===== config.mk =====
export PLATFORM = sky130hd
export DESIGN_NAME = motion_alarm_sequencer_core
export DESIGN_NICKNAME = d
export VERILOG_FILES = /design/src/mas_pkg.sv /design/src/motion_alarm_sequencer_core.sv /design/src/mas_ctrl.sv /design/src/mas_outq.sv
export SDC_FILE = /design/constraint.sdc
export NUM_CORES = 1
export LEC_CHECK = 0
export ABC_AREA = 1
export BUFFER_PORTS_ARGS = -buffer_cell sky130_fd_sc_hd__buf_2
export CORE_MARGIN = 4
export CORE_UTILIZATION = 28
export DETAILED_ROUTE_END_ITERATION = 10
export GPL_TIMING_DRIVEN = 0
export PLACE_DENSITY = 0.48
export SLEW_MARGIN = 5
export SYNTH_ARGS = -nofsm -noshare
export SYNTH_HDL_FRONTEND = slang
export SYNTH_HIERARCHICAL = 1
export SYNTH_SLANG_ARGS = --single-unit

===== constraint.sdc =====
create_clock -name i_clk -period 3.5 [get_ports i_clk]
set_input_delay 0.525 -clock i_clk [delete_from_list [all_inputs] [get_ports i_clk]]
set_output_delay 0.525 -clock i_clk [all_outputs]
set_load 0.01 [all_outputs]

===== src/mas_pkg.sv =====
// Shared types, codes and helper functions for the motion alarm sequencer.
// No dependencies; every other file in src imports this package.
`timescale 1ns / 1ps
`default_nettype none

package mas_pkg;

    localparam int unsigned TIME_W   = 32;
    localparam int unsigned SENS_W   = 4;
    localparam int unsigned RUN_W    = 3;
    localparam int unsigned COUNT_W  = 16;
    localparam int unsigned MODE_W   = 3;
    localparam int unsigned CFG_IDX_W = 2;

    // Phase codes.
    localparam logic [MODE_W-1:0] PH_IDLE     = 3'd0;
    localparam logic [MODE_W-1:0] PH_DETECTED = 3'd1;
    localparam logic [MODE_W-1:0] PH_ALARM    = 3'd2;
    localparam logic [MODE_W-1:0] PH_RECORD   = 3'd3;
    localparam logic [MODE_W-1:0] PH_COOLDOWN = 3'd4;

    // Configuration register indexes.
    localparam logic [CFG_IDX_W-1:0] CFG_SENSITIVITY = 2'd0;
    localparam logic [CFG_IDX_W-1:0] CFG_ALARM_TIME  = 2'd1;
    localparam logic [CFG_IDX_W-1:0] CFG_RECORD_TIME = 2'd2;
    localparam logic [CFG_IDX_W-1:0] CFG_COOL_TIME   = 2'd3;

    // Reset values of the configuration registers.
    localparam logic [SENS_W-1:0] SENS_RESET       = 4'd5;
    localparam logic [SENS_W-1:0] SENS_MIN         = 4'd1;
    localparam logic [SENS_W-1:0] SENS_MAX         = 4'd10;
    localparam logic [TIME_W-1:0] ALARM_TIME_RESET = 32'd5000;
    localparam logic [TIME_W-1:0] RECORD_TIME_RESET = 32'd30000;
    localparam logic [TIME_W-1:0] COOL_TIME_RESET  = 32'd10000;

    localparam logic [RUN_W-1:0] RUN_MAX = 3'd7;

    typedef struct packed {
        logic              motion_level;
        logic [TIME_W-1:0] now_ms;
    } t_mas_in;

    typedef struct packed {
        logic [MODE_W-1:0]  mode;
        logic               buzzer_on;
        logic               red_led_on;
        logic               green_led_on;
        logic               camera_trigger;
        logic               alarm_flag;
        logic               recording_flag;
        logic [COUNT_W-1:0] motion_total;
    } t_mas_out;

    typedef struct packed {
        logic [SENS_W-1:0] sensitivity;
        logic [TIME_W-1:0] alarm_time_ms;
        logic [TIME_W-1:0] record_time_ms;
        logic [TIME_W-1:0] cooldown_time_ms;
    } t_mas_cfg;

    // Clamp a written sensitivity value into 1..10.
    function automatic logic [SENS_W-1:0] clamp_sens(input logic [SENS_W-1:0] value);
        logic [SENS_W-1:0] s;
        s = value;
        if (s < SENS_MIN) s = SENS_MIN;
        if (s > SENS_MAX) s = SENS_MAX;
        return s;
    endfunction

    // Debounce threshold clamp((11 - s) / 2, 1, 5) as a small table.
    function automatic logic [RUN_W-1:0] debounce_limit(input logic [SENS_W-1:0] sens);
        logic [RUN_W-1:0] lim;
        unique case (sens)
            4'd0, 4'd1:         lim = 3'd5;
            4'd2, 4'd3:         lim = 3'd4;
            4'd4, 4'd5:         lim = 3'd3;
            4'd6, 4'd7:         lim = 3'd2;
            default:            lim = 3'd1;
        endcase
        return lim;
    endfunction

endpackage

`default_nettype wire


===== src/motion_alarm_sequencer_core.sv =====
// Top level of the motion alarm sequencer: configuration registers, sequencer, result queue.
// Depends on mas_pkg, mas_ctrl and mas_outq.
`timescale 1ns / 1ps
`default_nettype none

// Channel   | Direction | Handshake               | Payload
// ----------+-----------+-------------------------+-------------------------------
// poll in   | in        | i_in_valid / o_in_stall | i_in_item  (mas_pkg::t_mas_in)
// result    | out       | o_out_valid / i_out_stall | o_out_item (mas_pkg::t_mas_out)
// config    | in        | i_cfg_we (no wait)      | i_cfg_idx, i_cfg_data
//
// An accepted item is registered, then its phase update and result are computed in
// the next cycle and written into a three-entry result queue, so its result is
// held in the input register and then a queue entry before it can be taken. One
// item is taken every cycle while the input does not stall. The input stalls only
// when the queue plus the item in flight fill all three entries, which happens only
// when the output side stalls. Reset is synchronous and active low; it restores the
// configuration defaults and the idle phase and empties the queue.
module motion_alarm_sequencer_core (
    input  wire logic                            i_clk,
    input  wire logic                            i_rst_n,
    input  wire logic                            i_in_valid,
    output logic                                 o_in_stall,
    input  wire mas_pkg::t_mas_in                i_in_item,
    output logic                                 o_out_valid,
    input  wire logic                            i_out_stall,
    output mas_pkg::t_mas_out                    o_out_item,
    input  wire logic                            i_cfg_we,
    input  wire logic [mas_pkg::CFG_IDX_W-1:0]   i_cfg_idx,
    input  wire logic [mas_pkg::TIME_W-1:0]      i_cfg_data
);
    import mas_pkg::*;

    t_mas_cfg   r_cfg;
    logic       in_accept;
    logic       res_valid;
    t_mas_out   res;
    logic [1:0] q_count;

    // Configuration registers. Sensitivity writes are clamped into the legal range.
    always_ff @(posedge i_clk) begin
        if (!i_rst_n) begin
            r_cfg.sensitivity      <= SENS_RESET;
            r_cfg.alarm_time_ms    <= ALARM_TIME_RESET;
            r_cfg.record_time_ms   <= RECORD_TIME_RESET;
            r_cfg.cooldown_time_ms <= COOL_TIME_RESET;
        end else if (i_cfg_we) begin
            unique case (i_cfg_idx)
                CFG_SENSITIVITY: r_cfg.sensitivity      <= clamp_sens(i_cfg_data[SENS_W-1:0]);
                CFG_ALARM_TIME:  r_cfg.alarm_time_ms    <= i_cfg_data;
                CFG_RECORD_TIME: r_cfg.record_time_ms   <= i_cfg_data;
                CFG_COOL_TIME:   r_cfg.cooldown_time_ms <= i_cfg_data;
                default: ;
            endcase
        end
    end

    // The queue count plus the item in flight never exceeds three, so this stall
    // guarantees the in-flight item always finds a free entry.
    assign o_in_stall = ({1'b0, q_count} + {2'b00, res_valid}) >= 3'd3;
    assign in_accept  = i_in_valid && !o_in_stall;

    mas_ctrl u_ctrl (
        .i_clk       (i_clk),
        .i_rst_n     (i_rst_n),
        .i_accept    (in_accept),
        .i_item      (i_in_item),
        .i_cfg       (r_cfg),
        .o_res_valid (res_valid),
        .o_res       (res)
    );

    mas_outq u_outq (
        .i_clk   (i_clk),
        .i_rst_n (i_rst_n),
        .i_push  (res_valid),
        .i_data  (res),
        .i_pop   (!i_out_stall),
        .o_valid (o_out_valid),
        .o_data  (o_out_item),
        .o_count (q_count)
    );

endmodule

`default_nettype wire


===== src/mas_ctrl.sv =====
// Poll register and phase sequencer: debounce, timers, flags and event count.
// Depends on mas_pkg.
`timescale 1ns / 1ps
`default_nettype none

module mas_ctrl (
    input  wire logic             i_clk,
    input  wire logic             i_rst_n,
    input  wire logic             i_accept,
    input  wire mas_pkg::t_mas_in  i_item,
    input  wire mas_pkg::t_mas_cfg i_cfg,
    output logic                  o_res_valid,
    output mas_pkg::t_mas_out     o_res
);
    import mas_pkg::*;

    logic               r_in_valid;
    t_mas_in            r_in;

    logic [MODE_W-1:0]  r_phase,  n_phase;
    logic [TIME_W-1:0]  r_entry,  n_entry;
    logic [RUN_W-1:0]   r_run,    n_run;
    logic [COUNT_W-1:0] r_count,  n_count;
    logic               r_drives, n_drives;
    logic               r_alarm,  n_alarm;
    logic               r_record, n_record;

    logic [TIME_W-1:0]  elapsed;
    logic [RUN_W-1:0]   run_inc;
    logic               qualify;

    always_ff @(posedge i_clk) begin
        if (!i_rst_n) begin
            r_in_valid <= 1'b0;
        end else begin
            r_in_valid <= i_accept;
        end
        if (i_accept) begin
            r_in <= i_item;
        end
    end

    // Debounce: the run of high polls saturates, and reaching the limit qualifies.
    always_comb begin
        if (r_in.motion_level) begin
            run_inc = (r_run == RUN_MAX) ? RUN_MAX : r_run + RUN_W'(1);
        end else begin
            run_inc = '0;
        end
        qualify = (run_inc >= debounce_limit(i_cfg.sensitivity));
        elapsed = r_in.now_ms - r_entry;
    end

    always_comb begin
        n_phase  = r_phase;
        n_entry  = r_entry;
        n_run    = r_run;
        n_count  = r_count;
        n_drives = r_drives;
        n_alarm  = r_alarm;
        n_record = r_record;
        unique case (r_phase)
            PH_DETECTED: begin
                n_drives = 1'b1;
                n_alarm  = 1'b1;
                n_record = 1'b0;
                n_phase  = PH_ALARM;
                n_entry  = r_in.now_ms;
            end
            PH_ALARM: begin
                if (elapsed >= i_cfg.alarm_time_ms) begin
                    n_phase  = PH_RECORD;
                    n_entry  = r_in.now_ms;
                    n_record = 1'b1;
                end
            end
            PH_RECORD: begin
                if (elapsed >= i_cfg.record_time_ms) begin
                    n_phase  = PH_COOLDOWN;
                    n_entry  = r_in.now_ms;
                    n_record = 1'b0;
                end
            end
            PH_COOLDOWN: begin
                n_run = qualify ? '0 : run_inc;
                if (qualify) begin
                    n_count = r_count + COUNT_W'(1);
                    n_entry = r_in.now_ms;
                end
                // The end test uses the elapsed time from the old entry stamp.
                if (elapsed >= i_cfg.cooldown_time_ms) begin
                    n_drives = 1'b0;
                    n_alarm  = 1'b0;
                    n_record = 1'b0;
                    n_phase  = PH_IDLE;
                    n_entry  = r_in.now_ms;
                end
            end
            default: begin
                n_phase = PH_IDLE;
                n_run   = qualify ? '0 : run_inc;
                if (qualify) begin
                    n_count = r_count + COUNT_W'(1);
                    n_phase = PH_DETECTED;
                    n_entry = r_in.now_ms;
                end
            end
        endcase
    end

    always_ff @(posedge i_clk) begin
        if (!i_rst_n) begin
            r_phase  <= PH_IDLE;
            r_entry  <= '0;
            r_run    <= '0;
            r_count  <= '0;
            r_drives <= 1'b0;
            r_alarm  <= 1'b0;
            r_record <= 1'b0;
        end else if (r_in_valid) begin
            r_phase  <= n_phase;
            r_entry  <= n_entry;
            r_run    <= n_run;
            r_count  <= n_count;
            r_drives <= n_drives;
            r_alarm  <= n_alarm;
            r_record <= n_record;
        end
    end

    always_comb begin
        o_res_valid          = r_in_valid;
        o_res.mode           = n_phase;
        o_res.buzzer_on      = n_drives;
        o_res.red_led_on     = n_drives;
        o_res.green_led_on   = ~n_drives;
        o_res.camera_trigger = n_drives;
        o_res.alarm_flag     = n_alarm;
        o_res.recording_flag = n_record;
        o_res.motion_total   = n_count;
    end

endmodule

`default_nettype wire


===== src/mas_outq.sv =====
// Three-entry result queue that decouples the sequencer from output stalls.
// Depends on mas_pkg.
`timescale 1ns / 1ps
`default_nettype none

module mas_outq (
    input  wire logic              i_clk,
    input  wire logic              i_rst_n,
    input  wire logic              i_push,
    input  wire mas_pkg::t_mas_out i_data,
    input  wire logic              i_pop,
    output logic                   o_valid,
    output mas_pkg::t_mas_out      o_data,
    output logic [1:0]             o_count
);
    import mas_pkg::*;

    localparam logic [1:0] LAST = 2'd2;

    t_mas_out   r_mem [3];
    logic [1:0] r_wr_ptr;
    logic [1:0] r_rd_ptr;
    logic [1:0] r_count;
    logic       do_pop;

    assign do_pop  = i_pop && (r_count != 2'd0);
    assign o_valid = (r_count != 2'd0);
    assign o_data  = r_mem[r_rd_ptr];
    assign o_count = r_count;

    always_ff @(posedge i_clk) begin
        if (i_push) begin
            r_mem[r_wr_ptr] <= i_data;
        end
    end

    always_ff @(posedge i_clk) begin
        if (!i_rst_n) begin
            r_wr_ptr <= '0;
            r_rd_ptr <= '0;
            r_count  <= '0;
        end else begin
            if (i_push) begin
                r_wr_ptr <= (r_wr_ptr == LAST) ? 2'd0 : r_wr_ptr + 2'd1;
            end
            if (do_pop) begin
                r_rd_ptr <= (r_rd_ptr == LAST) ? 2'd0 : r_rd_ptr + 2'd1;
            end
            if (i_push && !do_pop) begin
                r_count <= r_count + 2'd1;
            end else if (!i_push && do_pop) begin
                r_count <= r_count - 2'd1;
            end
        end
    end

endmodule

`default_nettype wire


---- Yosys cells after proc, flatten, opt, wreduce, memory -nomap -nowiden ----
Memory sizes are Yosys's and may differ from the RTL's. A register that Yosys moved wholly into a read port is not among the register bits.
Cells that the tools add are included.
storage, ports and cells
  register bits ........................... 197
  memory bits (writable) .................. 75
  ROM bits ................................ 24
  input bits .............................. 72
  output and inout port bits .............. 27
  logic and storage cells ................. 105
  memories ................................ 2
cells by class
  $add $sub $neg .......................... 8
  $lt $le $gt $ge ......................... 7
  eq/ne operators ......................... 12
  multiplexer cells ....................... 39
  bitwise logic cells ..................... 2
  reductions and logical operators ........ 18
memory list
  name             words  bits a word  rd ports  clocked after Yosys merged registers in  wr ports  RTL line        source
  u_outq.r_mem     3      25           1         1                                        1         mas_outq.sv:20  t_mas_out r_mem [3];
  (no name shown)  8      3            1         1                                        0         mas_pkg.sv:73   unique case (sens)
operator list
  kind                                                                           count
  32-bit 2-to-1 mux                                                              4
  32-bit one-hot mux with 4 select lines                                         1
  32-bit greater-or-equal comparator                                             3
  16-bit 2-to-1 mux                                                              2
  32-bit subtractor                                                              1
  3-bit 2-to-1 mux                                                               9
  4-bit 2-to-1 mux                                                               5
  16-bit by 1-bit adder with 16-bit output (second input constant)               1
  2-bit 2-to-1 mux                                                               6
  3-bit one-hot mux with 4 select lines                                          1
  2-bit AND reduction                                                            5
  2-bit == test (second input constant)                                          4
  1-bit 2-to-1 mux                                                               8
  2-bit by 1-bit adder with 2-bit output (second input constant)                 3
  3-bit by 2-bit == test with 1-bit output (second input constant)               2
  3-bit == test (second input constant)                                          2
  4-bit greater-than comparator (second input constant)                          1
  1-bit logical AND                                                              4
  1-bit zero test                                                                4
  4-bit by 1-bit less-than comparator with 1-bit output (second input constant)  1
  2-bit by 1-bit != test with 1-bit output (second input constant)               2
  1-bit one-hot mux with 2 select lines                                          2
  1-bit one-hot mux with 4 select lines                                          1
  2-bit nonzero test                                                             2
  11 further kinds                                                               12

---- Logic depth before layout (Yosys ltp) ----
Gate-level depths: netlist of run 1.
  depth after elaboration ................. 9
  depth in mapped cells ................... 28
  mapped depth without buffers ............ 27

---- Hierarchy ----
The synthesis of run 1 kept the hierarchy.
by module, submodules not included
  module                       times used  cells each  area an instance (sq um)  seq. area each (sq um)
  mas_ctrl                     1           1337        8856.0                    2152.1
  motion_alarm_sequencer_core  1           456         3578.4                    2001.9
  mas_outq                     1           236         3185.6                    2412.3

---- Worst setup path before layout of run 1 ----
Ideal clock, no wire load.
  kind .................................... flip-flop to flip-flop
  start point ............................. register u_ctrl/r_in[0] in the netlist's numbering
  end point ............................... memory u_outq/r_mem[0][16] in the netlist's numbering, data pin
  setup time .............................. 253 ps
  arrival ................................. 3385 ps
  data required time ...................... 3247 ps
  path slack .............................. -138 ps
  cell stages (with the launch flop) ...... 27
  buffers on the path ..................... 2
  clock period less this slack ............ 3638 ps
  cells stage by stage .................... edfxtp_1 inv_1 ha_1 inv_1 fa_1 nand2_1 nand2_1 o21ai_1 o21a_1 o21ai_2 a21oi_1 or2_1 nand2_1 nand2_1 nand2_1 ha_1 nand2_1 inv_1 nand4_1 a21oi_1 nor2_1 nand3_2 nand2_2 buf_2 o21ai_1 inv_1 buf_4
on the way
  longest elaborated chain between the ends .. 4
  elaborated cells on any way between the ends .. 8
  those cells by class .................... add/sub: 1; order compare: 3; mux: 4
ends and longest elaborated chain
  element                                                       RTL line                                        source
  start, declared                                               mas_ctrl.sv:18                                  t_mas_in r_in;
  start signal, assigned                                        mas_ctrl.sv:39                                  r_in <= i_item;
  32-bit subtractor *                                           mas_ctrl.sv:51                                  elapsed = r_in.now_ms - r_entry;
  32-bit greater-or-equal comparator, on equally long branches  mas_ctrl.sv:91, mas_ctrl.sv:71, mas_ctrl.sv:78
  1-bit 2-to-1 mux, on equally long branches                    mas_ctrl.sv:91, mas_ctrl.sv:71, mas_ctrl.sv:78
  1-bit one-hot mux with 4 select lines *                       mas_ctrl.sv:62                                  unique case (r_phase)
  named net u_ctrl.n_record                                     mas_ctrl.sv:26                                  logic r_record, n_record;
  end, declared                                                 mas_outq.sv:20
Mark *: on every way through the listed nets, which the timed path passes. The rest lies on a longest branch.

---- Worst setup path after layout of run 1 ----
  start point ............................. register u_ctrl/r_in[9] in the netlist's numbering
  end point ............................... memory u_outq/r_mem[0][18] in the netlist's numbering, data pin
on the way
  longest elaborated chain between the ends .. 4
ends and longest elaborated chain
  element                                RTL line        source
  32-bit subtractor                      mas_ctrl.sv:51
  32-bit greater-or-equal comparator     mas_ctrl.sv:91  if (elapsed >= i_cfg.cooldown_time_ms) begin
  1-bit 2-to-1 mux                       mas_ctrl.sv:91
  1-bit one-hot mux with 2 select lines  mas_ctrl.sv:62
  named net u_ctrl.n_drives              mas_ctrl.sv:24  logic r_drives, n_drives;
The timed path passes the listed nets, and every way through them passes these cells.

==> metrics.cfg, run 1 <==
[route]
finalWirelength_mm = 48.5
ant_nets = 0
drcViolationCount = 0
drt-wirelength-per-cell_um = 16.2
initialDrtViolationCount = 747
dr_total_vias = 13742
first_pass_iters = 5
vias_per_cell = 4.60

[clocking]
cts_buffers = 37
clockRootBuffer = clkbuf_16
cts_buffer_depth = 3
htreeDepth = 2
clock_latency_ns = 0.55
clk_pin_slew_worst_paths_ns = 0.05
cts_tree = yes
cts_sinks = 273

[logic_synthesis]
avgSynthCellArea_um2 = 7.71
syn_nets = 2226
synthesis.instances = 2018
ys_warn_count = 6
mappedNetlistArea_mm2 = 0.0156

[sta]
slew_headroom = 0.219
maxSlewViolCount = 0
worst_pin_slew_ns = 1.17
max_clock_freq_ghz = 0.248
clock_skew_ns = 0.0316
finalCritPeriodShare = 1.15
fin_crit_ns = 4.03
setup_viol = 65
rsz0062_at_grt = true
timing.final.ws_setup_ns = -0.525
finalHoldViolCount = 0

[die]
dieWidth_um = 244
num_io_pins = 99
die_area_mm2 = 0.0594
die_h_um = 244
start_util = 0.282
coreArea_mm2 = 0.0551
row_count = 86

[power]
leakage_nw = 8.48
powerDensity_mw_per_mm2 = 633
total_power_w = 0.0125
peakVddDrop_uv = 334

[worst_setup_path]
cp-end-kind = flip-flop
max_stage_delay_ns = 0.49
start_kind = flip-flop
worstPathCellList = ha_4 > inv_1 > o21ai_2 > a31oi_2 > o211ai_1 > nand3_1 > o2111ai_1 > xor2_2 > ha_1 > nand2_1 > nor2_4 > nand4_1 > a21oi_2 > nor2_4 > buf_4 > buf_4 > nand2_1 > nand2_2 > nand2_2 > nand2_4 > buf_6
r2r_cells = 21
worst_ep_required_time_ns = 3.78
r2r_setup_slack_ns = -0.53
critical_path_class = reg2reg
path_max_fanout = 5
crit_arrival_ns = 4.31
crit_slowest_cell = edfxtp_1

[global_route]
grt_max_degree = 32
grt_pass1_vias = 13607
grt_pass1_wl_mm = 75.6
antenna_found_initial = 3
globalRouteTotalUtil = 0.160
grt-ovfl-total = 0

[worst_hold_path]
hold_class = in2reg
hold_path_depth = 1

[final_layout]
stdcell_count = 2988
fillers = 5836
num-nets-final = 2420
syn_to_final_growth_pct = 27.3
drive_gt1_frac = 0.196

[run_status]
violations = setup timing
status = complete, but fails checks

[place]
io_buffers = 98
hpwl_mm = 36.1
placed_cells = 2867
gp_congestion = 0.876

[job]
cap_violations = 0

[sequential cells by signal, indices dropped and copies added, names as in the netlist, 2 cells and up, named ones only]
name             flops
r_cfg               99
u_outq/r_mem        75
u_ctrl/r_in         33
u_ctrl/r_entry      32
u_ctrl/r_count      16
u_ctrl/r_phase       3
u_ctrl/r_run         3
u_outq/o_count       2
u_outq/r_rd_ptr      2
u_outq/r_wr_ptr      2
[what timing repair did]
item                       in CTS  in global routing
resized for setup             148                 87
hold buffers                    0                  0
gates cloned                    2                  1
setup endpoints to repair      65                 65
setup buffers                  33                 19
pin swaps                      36                 58
[final cells by class]
type                    instances  area [µm²]  share of cell area
repair buffers                155         987              0.0499
well taps                     748         936              0.0473
clock inverters                11         159             0.00803
multi-input cells            1404        8580               0.433
inverters                     267        1020              0.0515
flip-flops and latches        273        6550               0.331
clock buffers                  55        1030              0.0523
diodes                          1        2.50            0.000126
plain buffers                  74         537              0.0271
[layout by cell type, fill, tap and decap left out, types with 8 or more instances in the layout]
cell type	count
a21oi_1	156
nand2_1	399
clkbuf_1	46
a21oi_2	16
dfxtp_1	165
inv_2	17
nor2_4	17
nor2_1	263
edfxtp_1	108
nand4_1	14
buf_4	59
o21ai_1	70
ha_1	112
xor2_1	18
inv_1	245
nand2_4	8
nor2_2	14
nand3_1	87
nand2_2	24
o21ai_0	74
buf_2	105
nand3_2	12
xor2_2	13
clkbuf_16	39
nor3_1	9
ha_4	20
buf_6	24
[per-layer routing]
layer / global-route usage / part of all wire / vias up
li1: - / - / 6954
met1: 0.203 / 0.44 / 6434
met2: 0.283 / 0.49 / 287
met3: 0.0225 / 0.042 / 65
met4: 0.0444 / 0.026 / 2
met5: 0 / 0.00027 / -
[stage by stage]
step	instance area, µm²	setup slack [ns]	hold slack, ns	utilization	TNS (ns)
floorplan	15600	0.00913	0.429	-	0
finish	19800	-0.525	0.148	0.359	-28.44
CTS	19200	-0.598	0.110	0.349	-26.76
global placement	17000	-1.26	0.443	0.309	-96.97
global route	19800	-0.726	0.121	0.359	-42.53
detailed placement	17000	-1.19	0.445	0.309	-65.13
[power by group]
group / switching [W] / total [W] / internal [W]
clock network: 0.00144 / 0.00372 / 0.00228
registers: 0.000162 / 0.00376 / 0.00360
logic: 0.00308 / 0.00506 / 0.00198
[worst max-delay path: cells and delay by family, from the launching register on]
family,cells,cell delay (ns)
AOI/OAI and AO/OA,5,1.11
xor gates and xnor gates,1,0.16
adders and majority gates,2,0.63
buffers and inverters,4,0.48
DFF,1,0.49
and+or+nand+nor,9,0.90
[path summary, 6_finish.rpt]
| check | to | start |
|---|---|---|
| worst max-delay path | u_outq/r_mem[0][18] | u_ctrl/r_in[9] |
| worst min-delay path | u_ctrl/r_in[18] | i_in_item[18] |
| worst max register to register | u_outq/r_mem[0][18] | u_ctrl/r_in[9] |
| worst min register to register | r_cfg[36] | r_cfg[36] |
No activity file was read; power rests on OpenSTA's default activity.
==> inputs of run 2 (changes only) <==
--- a/config.mk
+++ b/config.mk
@@ -12,6 +12,7 @@
 export DETAILED_ROUTE_END_ITERATION = 10
 export GPL_TIMING_DRIVEN = 0
 export PLACE_DENSITY = 0.48
+export REMOVE_ABC_BUFFERS = 1
 export SLEW_MARGIN = 5
 export SYNTH_ARGS = -nofsm -noshare
 export SYNTH_HDL_FRONTEND = slang
==> metrics.cfg, run 2 (synthesis results as in run 1) <==
[route]
vias_per_cell = 4.69
drcViolationCount = 0
dr_total_vias = 13722
ant_nets = 0
finalWirelength_mm = 48.8
drt-wirelength-per-cell_um = 16.7
initialDrtViolationCount = 812
first_pass_iters = 6

[place]
pre_cts_slack_ns = -2.26
io_buffers = 98
place_area_mm2 = 0.0166
gp_congestion = 0.836
placed_cells = 2794
hpwl_mm = 29.7

[sta]
rsz0062_at_grt = true
worst_pin_slew_ns = 1.71
max_clock_freq_ghz = 0.238
finalCritPeriodShare = 1.20
fin_crit_ns = 4.19
slew_headroom = -0.145
timing.final.ws_setup_ns = -0.693
clock_skew_ns = 0.0226
finalHoldViolCount = 0
setup_viol = 65
maxSlewViolCount = 7

[worst_setup_path]
cp_common_cell = nand2_1
path_max_fanout = 7
start_kind = flip-flop
path_buf_inv = 4
worst_ep_required_time_ns = 3.93
cp-startpoint = u_ctrl/r_in[0]
critical_path_class = reg2reg
crit_arrival_ns = 4.62
r2r-start = u_ctrl/r_in[0]
critical-path-top-delay-family = simple AND/OR/NAND/NOR gates
max_stage_delay_ns = 0.48
crit_slowest_cell = edfxtp_1
cp-end-kind = flip-flop

[die]
num_io_pins = 99
dieWidth_um = 244
die_area_mm2 = 0.0594
row_count = 86
start_util = 0.282
coreArea_mm2 = 0.0551
die_h_um = 244

[global_route]
grt_pass1_vias = 13399
grt-ovfl-total = 0
globalRouteTotalUtil = 0.154
grt_max_degree = 87
antenna_found_initial = 2
grt_pass1_wl_mm = 73.2

[job]
cap_violations = 1

[final_layout]
drive_gt1_frac = 0.200
final_core_util = 0.355
antenna_cells = 0
stdcell_count = 2923
final_cell_mix = 381 x nand2_1, 269 x nor2_1, 241 x inv_1
num-nets-final = 2357
fin_area_mm2 = 0.0196
largest_register = r_cfg
final_common_cell = nand2_1
largest_register_ffs = 99
top_regs = r_cfg x99, u_outq/r_mem x75, u_ctrl/r_in x33
syn_to_final_growth_pct = 25.7

[clocking]
cts_hold_buf = 0
cts_buffers = 34
cts_buffer_depth = 3
clock_latency_ns = 0.55
cts_tree = yes
clk_pin_slew_worst_paths_ns = 0.06
clockRootBuffer = clkbuf_16
htreeDepth = 2
cts_sinks = 273

[run_status]
violations = capacitance limit, slew limit, setup timing
status = complete, but fails checks

[worst_hold_path]
min_from = i_in_item[27]
hold_class = in2reg

[power]
leakage_nw = 8.35
peakVddDrop_uv = 360
total_power_w = 0.0125
powerDensity_mw_per_mm2 = 640

[run 2: layout make-up]
cell class	count	area, µm²
clock buffer	39	922
multi-input combinational	1416	8740
timing repair buffer	157	1130
tap	748	936
inverter	267	1030
clock inverter	23	258
sequential	273	6550
fill	5714	35500
[run 2: worst paths after layout]
kind	end	slack (ns)	depth (start not counted)
worst min register to register	r_cfg[40]	0.46	2
worst min-delay path	u_ctrl/r_in[27]	0.15	1
worst max register to register	u_ctrl/r_entry[11]	-0.69	28
worst max-delay path	u_ctrl/r_entry[11]	-0.69	28
[run 2: power breakdown]
group / internal, W / total (W) / switching [W]
registers: 0.00360 / 0.00381 / 0.000217
clock network: 0.00221 / 0.00369 / 0.00147
logic: 0.00191 / 0.00502 / 0.00311
total: 0.00771 / 0.0125 / 0.00480
[run 2: worst register-to-register path: cells and delay by family (launching register included)]
kind	cells	cell delay, ns
xor gates and xnor gates	1	0.19
DFF	1	0.48
adders and majority gates	3	0.78
and+or+nand+nor	17	1.71
buffers and inverters	4	0.49
AOI/OAI and AO/OA	3	0.44
[run 2: routing by layer]
| metal | part of all wire | track usage |
|---|---|---|
| met1 | 0.44 | 0.196 |
| met2 | 0.48 | 0.271 |
| met3 | 0.051 | 0.0233 |
| met4 | 0.024 | 0.0407 |
| met5 | 0 | 0 |
[run 2: what timing repair did]
item,CTS,global route
cloned,9,5
buffers inserted,37,18
pin swaps,49,55
resized for setup,141,114
setup endpoints to repair,110,71
hold endpoints to repair,0,0
[run 2: stage by stage]
stage / hold WS (ns) / TNS, ns
finish: 0.151 / -36.92
floorplan: 0.429 / -15.51
global placement: 0.440 / -194.18
global route: 0.123 / -49.36
CTS: 0.112 / -30.85
detailed placement: 0.443 / -109.11
